File: src/rtl/vector_cosine_similarity_assert.svh
// Assertion macros shared by the cosine similarity RTL.
// Each macro expects a clock named clk and an active-high reset named rst in scope.
`ifndef VECTOR_COSINE_SIMILARITY_ASSERT_SVH
`define VECTOR_COSINE_SIMILARITY_ASSERT_SVH

// Consequent must hold in the same cycle as the antecedent.
`define VCS_ASSERT_SAME(label, ante, cons, msg) \
  label: assert property (@(posedge clk) disable iff (rst) (ante) |-> (cons)) else $error(msg);

// Consequent must hold in the cycle after the antecedent.
`define VCS_ASSERT_NEXT(label, ante, cons, msg) \
  label: assert property (@(posedge clk) disable iff (rst) (ante) |=> (cons)) else $error(msg);

`endif

File: src/rtl/vcs_pkg.sv
// Package for the cosine similarity block: field widths, payload structs and helpers.
// Used by vcs_root and vector_cosine_similarity; depends on nothing.
package vcs_pkg;

  // Field and datapath widths.
  localparam int unsigned ELEM_W     = 16;
  localparam int unsigned COS_W      = 16;
  localparam int unsigned ACC_W      = 48;
  localparam int unsigned DIGIT_W    = 16;
  localparam int unsigned MUL_W      = DIGIT_W + 1;
  localparam int unsigned MULP_W     = 2 * MUL_W;
  localparam int unsigned PROD_W     = 2 * ACC_W;
  localparam int unsigned Q_W        = 15;
  localparam int unsigned FRAC_SHIFT = 28;
  localparam int unsigned CAND_W     = PROD_W + 2 * Q_W;
  localparam int unsigned RPQ_W      = PROD_W + Q_W;
  localparam int unsigned BIT_IDX_W  = 4;

  // Digit indexes of a 48-bit operand split into 16-bit digits.
  localparam logic [1:0] DIGIT_FIRST = 2'd0;
  localparam logic [1:0] DIGIT_LAST  = 2'd2;

  // Highest quotient bit of the Q1.14 magnitude search.
  localparam logic [BIT_IDX_W-1:0] TOP_BIT = 4'd14;

  localparam int unsigned MAX_LEN_DEFAULT = 256;

  // One element pair of the two vectors.
  typedef struct packed {
    logic signed [ELEM_W-1:0] elem_a;
    logic signed [ELEM_W-1:0] elem_b;
    logic                     last_elem;
  } elem_t;

  // One similarity result.
  typedef struct packed {
    logic signed [COS_W-1:0] cosine;
    logic                    zero_norm;
    logic                    too_long;
  } result_t;

  // Request to the magnitude search unit.
  typedef struct packed {
    logic              start;
    logic [PROD_W-1:0] prod;
    logic [PROD_W-1:0] mag_sq;
  } root_req_t;

  // Status from the magnitude search unit.
  typedef struct packed {
    logic           done;
    logic [Q_W-1:0] q;
  } root_resp_t;

  // Select one 16-bit digit of a 48-bit accumulator.
  function automatic logic [DIGIT_W-1:0] acc_digit(logic [ACC_W-1:0] x, logic [1:0] idx);
    logic [DIGIT_W-1:0] d;
    unique case (idx)
      2'd0:    d = x[DIGIT_W-1:0];
      2'd1:    d = x[2*DIGIT_W-1:DIGIT_W];
      2'd2:    d = x[3*DIGIT_W-1:2*DIGIT_W];
      default: d = '0;
    endcase
    return d;
  endfunction

endpackage

File: src/rtl/vcs_root.sv
// Bit-serial search for the cosine magnitude: the largest q with q*q*prod <= mag_sq * 2^28.
// Depends on vcs_pkg. Shifts and adds only; a try and a compare state per quotient bit.
module vcs_root (
  input  logic               clk,
  input  logic               rst,
  input  vcs_pkg::root_req_t req,
  output vcs_pkg::root_resp_t resp
);

  typedef enum logic [2:0] {
    R_IDLE = 3'b001,
    R_TRY  = 3'b010,
    R_CMP  = 3'b100
  } root_state_t;

  root_state_t                       state;
  logic [vcs_pkg::BIT_IDX_W-1:0]     bit_idx;
  logic [vcs_pkg::Q_W-1:0]           q;
  logic [vcs_pkg::CAND_W-1:0]        sq_acc;
  logic [vcs_pkg::RPQ_W-1:0]         prod_q;
  logic [vcs_pkg::CAND_W-1:0]        cand;
  logic [vcs_pkg::CAND_W-1:0]        cand_next;
  logic [vcs_pkg::CAND_W-1:0]        num;
  logic [vcs_pkg::BIT_IDX_W:0]       shift_lin;
  logic [vcs_pkg::BIT_IDX_W:0]       shift_sq;

  // (q + 2^k)^2 * P = q^2*P + (P*q) << (k+1) + P << 2k
  assign shift_lin = {1'b0, bit_idx} + 5'd1;
  assign shift_sq  = {bit_idx, 1'b0};
  assign cand_next = sq_acc
                   + (vcs_pkg::CAND_W'(prod_q) << shift_lin)
                   + (vcs_pkg::CAND_W'(req.prod) << shift_sq);

  assign num = vcs_pkg::CAND_W'({req.mag_sq, {vcs_pkg::FRAC_SHIFT{1'b0}}});

  assign resp.done = (state == R_CMP) && (bit_idx == '0);
  assign resp.q    = q;

  // Sequencer and search registers.
  always_ff @(posedge clk) begin
    if (rst) begin
      state   <= R_IDLE;
      bit_idx <= '0;
      q       <= '0;
    end else begin
      unique case (state)
        R_IDLE: begin
          if (req.start) begin
            bit_idx <= vcs_pkg::TOP_BIT;
            q       <= '0;
            sq_acc  <= '0;
            prod_q  <= '0;
            state   <= R_TRY;
          end
        end
        R_TRY: begin
          cand  <= cand_next;
          state <= R_CMP;
        end
        R_CMP: begin
          if (cand <= num) begin
            sq_acc     <= cand;
            prod_q     <= prod_q + (vcs_pkg::RPQ_W'(req.prod) << bit_idx);
            q[bit_idx] <= 1'b1;
          end
          if (bit_idx == '0) begin
            state <= R_IDLE;
          end else begin
            bit_idx <= bit_idx - 1'b1;
            state   <= R_TRY;
          end
        end
        default: state <= R_IDLE;
      endcase
    end
  end

endmodule

File: src/rtl/vector_cosine_similarity.sv
// Streaming cosine similarity of two Q4.12 vectors, result in Q1.14.
// Depends on vcs_pkg, vcs_root and vector_cosine_similarity_assert.svh.
//
//   channel  | valid        | ready        | payload            | direction
//   ---------+--------------+--------------+--------------------+----------
//   element  | elem_valid   | elem_ready   | elem (elem_t)      | in
//   result   | result_valid | result_ready | result (result_t)  | out
//
// Each element pair is captured, then a*a, b*b and a*b go through the one shared
// 17x17 multiplier. A pair beyond MAX_LEN is only captured and skips the products.
// After the pair marked last come 18 partial products of the same multiplier
// for sa*sb and |dot|^2, then the bit-serial search in vcs_root.
// A zero norm skips the products and the search.
// A finished result waits in the output register while the next vector streams in;
// only the end of the next vector stalls until that result is taken.
// Reset is synchronous and clears the accumulators, the count and all control state.
`include "vector_cosine_similarity_assert.svh"

module vector_cosine_similarity #(
  parameter int unsigned MAX_LEN = vcs_pkg::MAX_LEN_DEFAULT
) (
  input  logic             clk,
  input  logic             rst,
  input  logic             elem_valid,
  output logic             elem_ready,
  input  vcs_pkg::elem_t   elem,
  output logic             result_valid,
  input  logic             result_ready,
  output vcs_pkg::result_t result
);

  localparam int unsigned CNT_W = $clog2(MAX_LEN + 2);
  localparam logic [CNT_W-1:0] CNT_MAX   = CNT_W'(MAX_LEN);
  localparam logic [CNT_W-1:0] CNT_LIMIT = CNT_W'(MAX_LEN + 1);

  typedef enum logic [8:0] {
    S_IDLE = 9'b000000001,
    S_SQA  = 9'b000000010,
    S_SQB  = 9'b000000100,
    S_DOT  = 9'b000001000,
    S_FIN  = 9'b000010000,
    S_MULP = 9'b000100000,
    S_MULN = 9'b001000000,
    S_ROOT = 9'b010000000,
    S_DONE = 9'b100000000
  } vcs_state_t;

  vcs_state_t                           state;
  logic signed [vcs_pkg::ELEM_W-1:0]    elem_a_r;
  logic signed [vcs_pkg::ELEM_W-1:0]    elem_b_r;
  logic                                 last_r;
  logic [vcs_pkg::ACC_W-1:0]            dot_sum;
  logic [vcs_pkg::ACC_W-1:0]            square_sum_a;
  logic [vcs_pkg::ACC_W-1:0]            square_sum_b;
  logic [CNT_W-1:0]                     element_count;
  logic [1:0]                           pp_i;
  logic [1:0]                           pp_j;
  logic [vcs_pkg::PROD_W-1:0]           acc;
  logic [vcs_pkg::PROD_W-1:0]           prod;
  logic [vcs_pkg::PROD_W-1:0]           mag_sq;
  logic                                 zero_flag;

  logic signed [vcs_pkg::MUL_W-1:0]     mul_x;
  logic signed [vcs_pkg::MUL_W-1:0]     mul_y;
  logic signed [vcs_pkg::MULP_W-1:0]    mul_p;
  logic [vcs_pkg::ACC_W-1:0]            mul_ext;
  logic [2:0]                           digit_sum;
  logic [6:0]                           pp_shift;
  logic [vcs_pkg::PROD_W-1:0]           term;
  logic                                 pp_last;
  logic                                 dot_neg;
  logic [vcs_pkg::ACC_W-1:0]            dot_mag;
  logic                                 result_load;
  logic signed [vcs_pkg::COS_W-1:0]     cos_val;
  vcs_pkg::root_req_t                   root_req;
  vcs_pkg::root_resp_t                  root_resp;

  assign elem_ready = (state == S_IDLE);

  // Magnitude and sign of the dot product.
  assign dot_neg = dot_sum[vcs_pkg::ACC_W-1];
  assign dot_mag = dot_neg ? (~dot_sum + 1'b1) : dot_sum;

  // Operand selection for the shared multiplier.
  always_comb begin
    unique case (state)
      S_SQA: begin
        mul_x = {elem_a_r[vcs_pkg::ELEM_W-1], elem_a_r};
        mul_y = {elem_a_r[vcs_pkg::ELEM_W-1], elem_a_r};
      end
      S_SQB: begin
        mul_x = {elem_b_r[vcs_pkg::ELEM_W-1], elem_b_r};
        mul_y = {elem_b_r[vcs_pkg::ELEM_W-1], elem_b_r};
      end
      S_DOT: begin
        mul_x = {elem_a_r[vcs_pkg::ELEM_W-1], elem_a_r};
        mul_y = {elem_b_r[vcs_pkg::ELEM_W-1], elem_b_r};
      end
      S_MULP: begin
        mul_x = {1'b0, vcs_pkg::acc_digit(square_sum_a, pp_i)};
        mul_y = {1'b0, vcs_pkg::acc_digit(square_sum_b, pp_j)};
      end
      S_MULN: begin
        mul_x = {1'b0, vcs_pkg::acc_digit(dot_mag, pp_i)};
        mul_y = {1'b0, vcs_pkg::acc_digit(dot_mag, pp_j)};
      end
      default: begin
        mul_x = '0;
        mul_y = '0;
      end
    endcase
  end

  assign mul_p   = mul_x * mul_y;
  assign mul_ext = {{(vcs_pkg::ACC_W - vcs_pkg::MULP_W){mul_p[vcs_pkg::MULP_W-1]}}, mul_p};

  // Partial product of two unsigned digits, placed at its digit weight.
  assign digit_sum = {1'b0, pp_i} + {1'b0, pp_j};
  assign pp_shift  = {digit_sum, 4'b0000};
  assign term      = vcs_pkg::PROD_W'(mul_p[2*vcs_pkg::DIGIT_W-1:0]) << pp_shift;
  assign pp_last   = (pp_i == vcs_pkg::DIGIT_LAST) && (pp_j == vcs_pkg::DIGIT_LAST);

  // Magnitude search over the two wide products.
  assign root_req.start  = (state == S_MULN) && pp_last;
  assign root_req.prod   = prod;
  assign root_req.mag_sq = mag_sq;

  vcs_root u_root (
    .clk  (clk),
    .rst  (rst),
    .req  (root_req),
    .resp (root_resp)
  );

  // Result value and output register load.
  assign cos_val = zero_flag ? '0
                 : (dot_neg ? -$signed({1'b0, root_resp.q}) : $signed({1'b0, root_resp.q}));
  assign result_load = (state == S_DONE) && (!result_valid || result_ready);

  // Sequencer, accumulators and output register.
  always_ff @(posedge clk) begin
    if (rst) begin
      state         <= S_IDLE;
      result_valid  <= 1'b0;
      dot_sum       <= '0;
      square_sum_a  <= '0;
      square_sum_b  <= '0;
      element_count <= '0;
      pp_i          <= vcs_pkg::DIGIT_FIRST;
      pp_j          <= vcs_pkg::DIGIT_FIRST;
      zero_flag     <= 1'b0;
    end else begin
      // The output register fills on a load and empties when its transaction is taken.
      if (result_load) begin
        result_valid <= 1'b1;
      end else if (result_ready) begin
        result_valid <= 1'b0;
      end
      unique case (state)
        S_IDLE: begin
          if (elem_valid) begin
            elem_a_r <= elem.elem_a;
            elem_b_r <= elem.elem_b;
            last_r   <= elem.last_elem;
            if (element_count < CNT_MAX) begin
              element_count <= element_count + 1'b1;
              state         <= S_SQA;
            end else begin
              element_count <= CNT_LIMIT;
              if (elem.last_elem) begin
                state <= S_FIN;
              end
            end
          end
        end
        S_SQA: begin
          square_sum_a <= square_sum_a + mul_ext;
          state        <= S_SQB;
        end
        S_SQB: begin
          square_sum_b <= square_sum_b + mul_ext;
          state        <= S_DOT;
        end
        S_DOT: begin
          dot_sum <= dot_sum + mul_ext;
          state   <= last_r ? S_FIN : S_IDLE;
        end
        S_FIN: begin
          pp_i <= vcs_pkg::DIGIT_FIRST;
          pp_j <= vcs_pkg::DIGIT_FIRST;
          acc  <= '0;
          if ((square_sum_a == '0) || (square_sum_b == '0)) begin
            zero_flag <= 1'b1;
            state     <= S_DONE;
          end else begin
            zero_flag <= 1'b0;
            state     <= S_MULP;
          end
        end
        S_MULP, S_MULN: begin
          if (pp_last) begin
            if (state == S_MULP) begin
              prod  <= acc + term;
              state <= S_MULN;
            end else begin
              mag_sq <= acc + term;
              state  <= S_ROOT;
            end
            acc  <= '0;
            pp_i <= vcs_pkg::DIGIT_FIRST;
            pp_j <= vcs_pkg::DIGIT_FIRST;
          end else begin
            acc <= acc + term;
            if (pp_j == vcs_pkg::DIGIT_LAST) begin
              pp_j <= vcs_pkg::DIGIT_FIRST;
              pp_i <= pp_i + 1'b1;
            end else begin
              pp_j <= pp_j + 1'b1;
            end
          end
        end
        S_ROOT: begin
          if (root_resp.done) begin
            state <= S_DONE;
          end
        end
        S_DONE: begin
          if (result_load) begin
            result.cosine    <= cos_val;
            result.zero_norm <= zero_flag;
            result.too_long  <= (element_count > CNT_MAX);
            dot_sum          <= '0;
            square_sum_a     <= '0;
            square_sum_b     <= '0;
            element_count    <= '0;
            state            <= S_IDLE;
          end
        end
        default: state <= S_IDLE;
      endcase
    end
  end

  // Checks on the result and on the sequencer.
  `VCS_ASSERT_SAME(a_zero_norm_cos, result_valid && result.zero_norm, result.cosine == '0, "zero norm result with nonzero cosine")
  `VCS_ASSERT_SAME(a_cos_range, result_valid, (result.cosine <= 16'sd16384) && (result.cosine >= -16'sd16384), "cosine outside unit range")
  `VCS_ASSERT_SAME(a_count_limit, 1'b1, element_count <= CNT_LIMIT, "element count beyond saturation")
  `VCS_ASSERT_NEXT(a_clear_after_load, result_load, (dot_sum == '0) && (square_sum_a == '0) && (element_count == '0), "state not cleared after result")
  `VCS_ASSERT_SAME(a_root_done_state, root_resp.done, state == S_ROOT, "search finished outside its phase")

endmodule

File: config.mk
export PLATFORM = sky130hd
export DESIGN_NAME = vector_cosine_similarity
export DESIGN_NICKNAME = d
export VERILOG_FILES = /design/src/rtl/vcs_pkg.sv /design/src/rtl/vcs_root.sv /design/src/rtl/vector_cosine_similarity.sv
export VERILOG_INCLUDE_DIRS = /design/src /design/src/rtl
export SDC_FILE = /design/constraint.sdc
export NUM_CORES = 2
export LEC_CHECK = 0
export BUFFER_PORTS_ARGS = -buffer_cell sky130_fd_sc_hd__buf_4
export CAP_MARGIN = 20
export CORE_MARGIN = 1.5
export CORE_UTILIZATION = 35
export DETAILED_ROUTE_END_ITERATION = 16
export MAX_ROUTING_LAYER = met4
export PLACE_DENSITY = 0.56
export SLEW_MARGIN = 20
export SYNTH_ARGS = -nofsm -noshare
export SYNTH_HDL_FRONTEND = slang
export SYNTH_HIERARCHICAL = 1
export SYNTH_SLANG_ARGS = --single-unit
File: constraint.sdc
create_clock -name clk -period 55.5 [get_ports clk]
set_input_delay 0 -clock clk [delete_from_list [all_inputs] [get_ports clk]]
set_output_delay 0 -clock clk [all_outputs]
set_load 0.05 [all_outputs]
Yosys cells after proc, flatten, opt, wreduce, memory -nomap -nowiden
Index checks and enable logic that the tools add are counted.
{"block": "word_totals", "ff_bits": 892, "in_bits": 37, "out_inout_bits": 20}
{"block": "op_classes", "n_addsub": 15, "mul": 1, "order_cmp": 5, "eq_ne": 25, "shift": 4, "muxes": 54, "bitwise": 5, "reduce_logical": 39}
{"cell": "one-hot mux 48 bit (2 select lines)", "count": 3}
{"cell": "adder 126 bit", "count": 2}
{"cell": "2-to-1 mux 126 bit", "count": 2}
{"cell": "one-hot mux 126 bit (2 select lines)", "count": 1}
{"cell": "2-to-1 mux 111 bit", "count": 2}
{"cell": "one-hot mux 111 bit (2 select lines)", "count": 1}
{"cell": "one-hot mux 16 bit (3 select lines)", "count": 4}
{"cell": "one-hot mux 96 bit (2 select lines)", "count": 1}
{"cell": "adder 48 bit", "count": 3}
{"cell": "one-hot mux 17 bit (4 select lines)", "count": 2}
{"cell": "<= comparator 126 x 124 -> 1 bit", "count": 1}
{"cell": "left shift 111 x 5 -> 126 bit", "count": 1}
{"cell": "left shift 96 x 5 -> 126 bit", "count": 1}
{"cell": "adder 111 bit", "count": 1}
{"cell": "left shift 96 x 4 -> 111 bit", "count": 1}
{"cell": "adder 96 bit", "count": 1}
{"cell": "zero test 48 bit", "count": 2}
{"cell": "2-to-1 mux 48 bit", "count": 2}
{"cell": "2-to-1 mux 96 bit", "count": 1}
{"cell": "left shift 32 x 7 -> 96 bit", "count": 1}
{"cell": "2-to-1 mux 9 bit", "count": 10}
{"cell": "one-hot mux 9 bit (8 select lines)", "count": 1}
{"cell": "adder 48 x 1 -> 48 bit (second input constant)", "count": 1}
{"cell": "inverter 48 bit", "count": 1}
{"cell": "other kinds (54)", "count": 102}

Logic depth before layout (Yosys ltp)
{"block": "depth", "ltp_word": 10, "ltp_mapped": 51}

Modules after synthesis
Netlist, hierarchy kept.
{"mod": "vcs_root", "n_inst": 1, "cells_each": 5510, "area_each_um2": 47518.1, "seq_area_each_um2": 11340.9}
{"mod": "vector_cosine_similarity", "n_inst": 1, "cells_each": 4989, "area_each_um2": 44757.9, "seq_area_each_um2": 13543.0}

Worst setup path before layout
OpenSTA, ideal clock, no wires.
{"block": "synth_path", "path_type": "register to register", "startpoint": "reg u_root/cand[63] (netlist bit)", "endpoint": "reg u_root/prod_q[0] (netlist bit) (enable)", "setup_time_ps": 1174, "arrival_ps": 19669, "required_time_ps": 54326, "path_slack_ps": 34657, "path_stages_with_launch": 14, "path_buffers": 0, "path_cell_list": "edfxtp_1 > ha_1 > a21o_1 > a21o_1 > a21o_1 > a21oi_1 > o21ai_0 > a21o_1 > a221oi_1 > a21boi_0 > a2111oi_0 > o221ai_1 > nand3_1 > nor3b_1"}
{"block": "synth_via", "elab_chain_len": 3}
{"element": "start: declaration", "line": "vcs_root.sv:21", "source": "logic [vcs_pkg::CAND_W-1:0] cand;"}
{"element": "start signal: assignment", "line": "vcs_root.sv:57", "source": "cand <= cand_next;"}
{"element": "<= comparator 126 x 124 -> 1 bit", "line": "vcs_root.sv:61", "source": "if (cand <= num) begin"}
{"element": "!= test 2 bit (no source line)"}
{"element": "AND reduction 4 bit (no source line)"}
{"element": "end signal: assignment", "line": "vcs_root.sv:63", "source": "prod_q <= prod_q + (vcs_pkg::RPQ_W'(req.prod) << bit_idx);"}
{"element": "end: declaration", "line": "vcs_root.sv:20", "source": "logic [vcs_pkg::RPQ_W-1:0] prod_q;"}
Every way passes these cells.
A chain may end at the register's enable or synchronous reset.

Worst setup path after layout
{"block": "layout_path", "startpoint": "reg dot_sum[10] (netlist bit)", "endpoint": "reg acc[94] (netlist bit) (data pin)"}
{"block": "layout_via", "elab_chain_len": 10, "word_cells_on_any_way": 12}
{"element": "start: declaration", "line": "vector_cosine_similarity.sv:52", "source": "logic [vcs_pkg::ACC_W-1:0] dot_sum;"}
{"element": "start signal: assignment", "line": "vector_cosine_similarity.sv:185", "source": "dot_sum <= dot_sum + mul_ext;"}
{"element": "inverter 48 bit", "line": "vector_cosine_similarity.sv:82", "source": "assign dot_mag = dot_neg ? (~dot_sum + 1'b1) : dot_sum;"}
{"element": "adder 48 x 1 -> 48 bit", "line": "vector_cosine_similarity.sv:82"}
{"element": "2-to-1 mux 48 bit *", "line": "vector_cosine_similarity.sv:82"}
{"element": "one-hot mux 16 bit (3 select lines)", "line": "vcs_pkg.sv:58", "source": "unique case (idx)"}
{"element": "one-hot mux 17 bit (4 select lines)", "line": "vector_cosine_similarity.sv:86", "source": "unique case (state)"}
{"element": "multiplier 17 x 17 -> 34 bit *", "line": "vector_cosine_similarity.sv:114", "source": "assign mul_p = mul_x * mul_y;"}
{"element": "left shift 32 x 7 -> 96 bit *", "line": "vector_cosine_similarity.sv:120", "source": "assign term = vcs_pkg::PROD_W'(mul_p[2*vcs_pkg::DIGIT_W-1:0]) << pp_shift;"}
{"element": "adder 96 bit *", "line": "vector_cosine_similarity.sv:213", "source": "acc <= acc + term;"}
{"element": "2-to-1 mux 96 bit *", "line": "vector_cosine_similarity.sv:201", "source": "if (pp_last) begin"}
{"element": "one-hot mux 96 bit (2 select lines) *", "line": "vector_cosine_similarity.sv:159", "source": "unique case (state)"}
{"element": "end signal: assignment", "line": "vector_cosine_similarity.sv:213"}
{"element": "end: declaration", "line": "vector_cosine_similarity.sv:58", "source": "logic [vcs_pkg::PROD_W-1:0] acc;"}
Mark *: on every way between the ends. The rest lies on a longest branch, timed or not.

==> flow_summary.yaml <==
sta:
  finalWorstSetupSlack_ns: 40.96
  post-route-min-period_ns: 14.54
  rsz0062_at_grt: "false"
  hold_violations: 0
  worst_slew_pin_slew_ns: 1.34
  post-route-period-util_pct: 26.2
  setup_violations: 0
  relSlewSlack_pct: 9.76
  skew_ns: 0.0622
  tns_ns: 0
  timing.fmax_mhz: 68.8
  maxSlewViolCount: 0
critical_path:
  reg2reg_to: "acc[94]"
  crit_required_ns: 56.15
  r2r-start: "dot_sum[10]"
  cpMaxStageDelayCell: "a2111oi_0"
  critical_path.endpoint_type: "flip-flop"
  crit_arrival_ns: 15.19
  reg2reg_depth: 48
  crit_type: "flip-flop to flip-flop"
  path_max_fanout: 12
  cpPeakStageDelay_ns: 0.85
  crit_path_start_kind: "flip-flop"
  reg2reg_slack_ns: 40.96
cts:
  numCtsBuffers: 112
  clk_path_buf_depth: 3
  htreeDepth: 3
  clk_pin_slew_worst_paths_ns: 0.06
  cts_root_buf: "clkbuf_16"
  cts_setup_buffers: 0
  cts.sinks: 892
  cts_tree: "built"
  clock_latency_ns: 0.80
layout:
  regArea_um2: 24900
  final_common_cell: "nor2_1"
  nets: 11400
  multi_input_area_um2: 62800
  drive_gt1_share_pct: 6.65
  fillers: 26400
  synthToLayoutAreaGrowth_pct: 9.15
  finalNonFillerCells: 13900
  final_cell_mix: "1052 x nor2_1, 997 x nand2_1, 810 x a21oi_1, 727 x o21ai_0, 702 x edfxtp_1"
grt:
  track_usage_pct: 26.7
  antenna_found_initial: 11
  grt_pass1_vias: 80100
  grt_start_max_net_pins: 154
  overflow: 0
  grt_pass1_wl_um: 522000
synth:
  syn_nets: 11600
  synth_flop_cell: "edfxtp_1"
  syn_area_per_cell_um2: 8.79
  synth_edf_count: 702
  synth-async-reset-ratio_pct: 0
  syn_area_um2: 92300
  yosysUniqueCellTypes: 106
  ys_ff_latch: 892
  synthTopCellsByArea: "edfxtp_1 23%, fa_1 9.3%, ha_1 8.9%"
  synth.top_cell.area_share_pct: 22.8
  yosysSeqAreaShare_pct: 27.0
  yosys.area.top_type: "edfxtp_1"
  netlist_instances: 10500
  yosysWarnings: 6
power_and_ir_drop:
  swShare_pct: 28.1
  powerDensity_nw_per_um2: 16.9
  pwr-share-clk_pct: 47.0
  total_power_mw: 1.71
  switchingPower_uw: 479
  combPwrFrac_pct: 10.6
  irDropWorstVdd_mv: 0.0258
  p_seq_share_pct: 42.4
  leakage_nw: 39.5
  internal_power_mw: 1.23
hold_path:
  hold_end: "last_r"
  worstHoldPathCells: 2
  holdCritStartpoint: "elem[0]"
  hold_path.class: "primary input to flip-flop"
place:
  globalplace.congestion: 0.997
  placed_cells: 13600
  pre_cts_ws_ns: 40.98
  io_buffers: 56
  hpwl_um: 282000
detailed_routing:
  viasPerCell: 5.89
  vias: 81700
  drtAntennaViolNets: 0
  wl_per_cell_um: 25.6
  drt_iter0_markers: 8129
  drt-total-wl_um: 356000
  first_pass_iters: 8
  drc: 0
run:
  maxCapViolations: 0
floorplanning:
  num_io_pins: 57
  row_count: 188
  die_h_um: 516
  die_area_um2: 267000
  fp.dieW_um: 516
  coreArea_um2: 262000
  start_util_pct: 35.2
outcome:
  outcome: "completed"
-- power by group through the flow --
stage               registers [mW]  logic [mW]  clock network [mW]
finish                       0.723       0.180               0.802
global route                 0.723       0.193               0.842
CTS                          0.723       0.179               0.822
detailed placement           0.737       0.174                   0
global placement             0.737       0.172                   0
floorplan                    0.735       0.110                   0
-- area by class of cell --
cell class / count / area share (%)
multi-input combinational: 8352 / 62.4
sequential: 892 / 24.7
tap: 3515 / 4.37
clock buffer: 125 / 2.90
inverter: 654 / 2.44
timing repair buffer: 251 / 2.09
clock inverter: 88 / 1.06
antenna: 8 / 0.0199
-- layer usage --
layer | GRT usage, % | wire length [um]
met1 | 35.7 | 157000
met2 | 40.4 | 157000
met3 | 3.71 | 25000
met4 | 11.2 | 17000
met5 | - | 0
-- stage by stage --
step | cell area, um^2 | hold WS [ns] | util (%)
floorplan | 92300 | 0.0989 | -
global placement | 96000 | 0.180 | 36.6
detailed placement | 96000 | 0.180 | 36.6
CTS | 101000 | 0.0517 | 38.4
global route | 101000 | 0.0567 | 38.4
finish | 101000 | 0.104 | 38.4
-- state kept, by name, indices dropped and copies added, names as in the netlist, 4 cells and up --
register / count
u_root/cand: 126
u_root/sq_acc: 126
u_root/prod_q: 111
acc: 96
mag_sq: 96
prod: 96
dot_sum: 48
square_sum_a: 48
square_sum_b: 48
result: 18
elem_a_r: 16
elem_b_r: 16
u_root/q: 15
element_count: 9
state: 9
u_root/bit_idx: 4
-- cell usage after synthesis, types with 26 or more instances --
master,n
nor2_1,1056
nand2_1,1001
a21oi_1,810
o21ai_0,727
edfxtp_1,702
ha_1,660
inv_1,652
clkbuf_1,519
mux2i_1,461
fa_1,428
xnor2_1,330
a21o_1,327
and3_1,272
xor2_1,214
nand4_1,194
dfxtp_1,190
nand3_1,168
mux4_2,167
nand2b_1,167
nor3_1,154
o21bai_1,143
nor2b_1,80
a211oi_1,73
o21a_1,73
a31oi_1,69
nor4_1,64
buf_1,61
o31ai_1,57
and2_1,56
o211ai_1,47
or3_1,46
or2_2,41
o22ai_1,34
a22oi_1,27
a222oi_1,26
-- worst max-delay path by stage --
stage / start / endpoint / slack (ns) / depth (start not counted)
3_3_place_gp: dot_sum[10] / acc[94] / 40.89 / 48
6_report: dot_sum[10] / acc[94] / 40.96 / 48
4_1_cts: dot_sum[10] / acc[94] / 40.91 / 48
5_1_grt: dot_sum[10] / acc[94] / 40.30 / 47
2_1_floorplan: u_root/cand[63] / u_root/prod_q[0] / 34.66 / 13
3_5_place_dp: dot_sum[10] / acc[94] / 40.98 / 48
-- critical path, delay by kind of cell, from the launching register on --
kind                     cells  cell delay (ns)
flip-flops                   1             0.37
AND/OR/NAND/NOR             15             3.61
XOR/XNOR                     3             0.88
AO/OA/AOI/OAI               16             4.91
buffers and inverters        6             0.76
adder cells (fa/ha/maj)      8             3.85
-- logic make-up after synthesis --
| kind of cell | after synthesis | share of synthesized area, % |
|---|---|---|
| simple gates | 3403 | 17.3 |
| mux | 641 | 9.24 |
| xor+xnor | 544 | 5.16 |
| compound gates | 2676 | 17.9 |
| fa+ha+maj | 1088 | 18.2 |
| buf+inv | 1255 | 5.15 |
| flops | 892 | 27.0 |
-- timing repair --
item                      in CTS  in global routing
hold buffers                  70                  0
hold endpoints to repair      92                  0
gates resized for setup        0                  0
No activity file was read; power rests on OpenSTA's default activity.
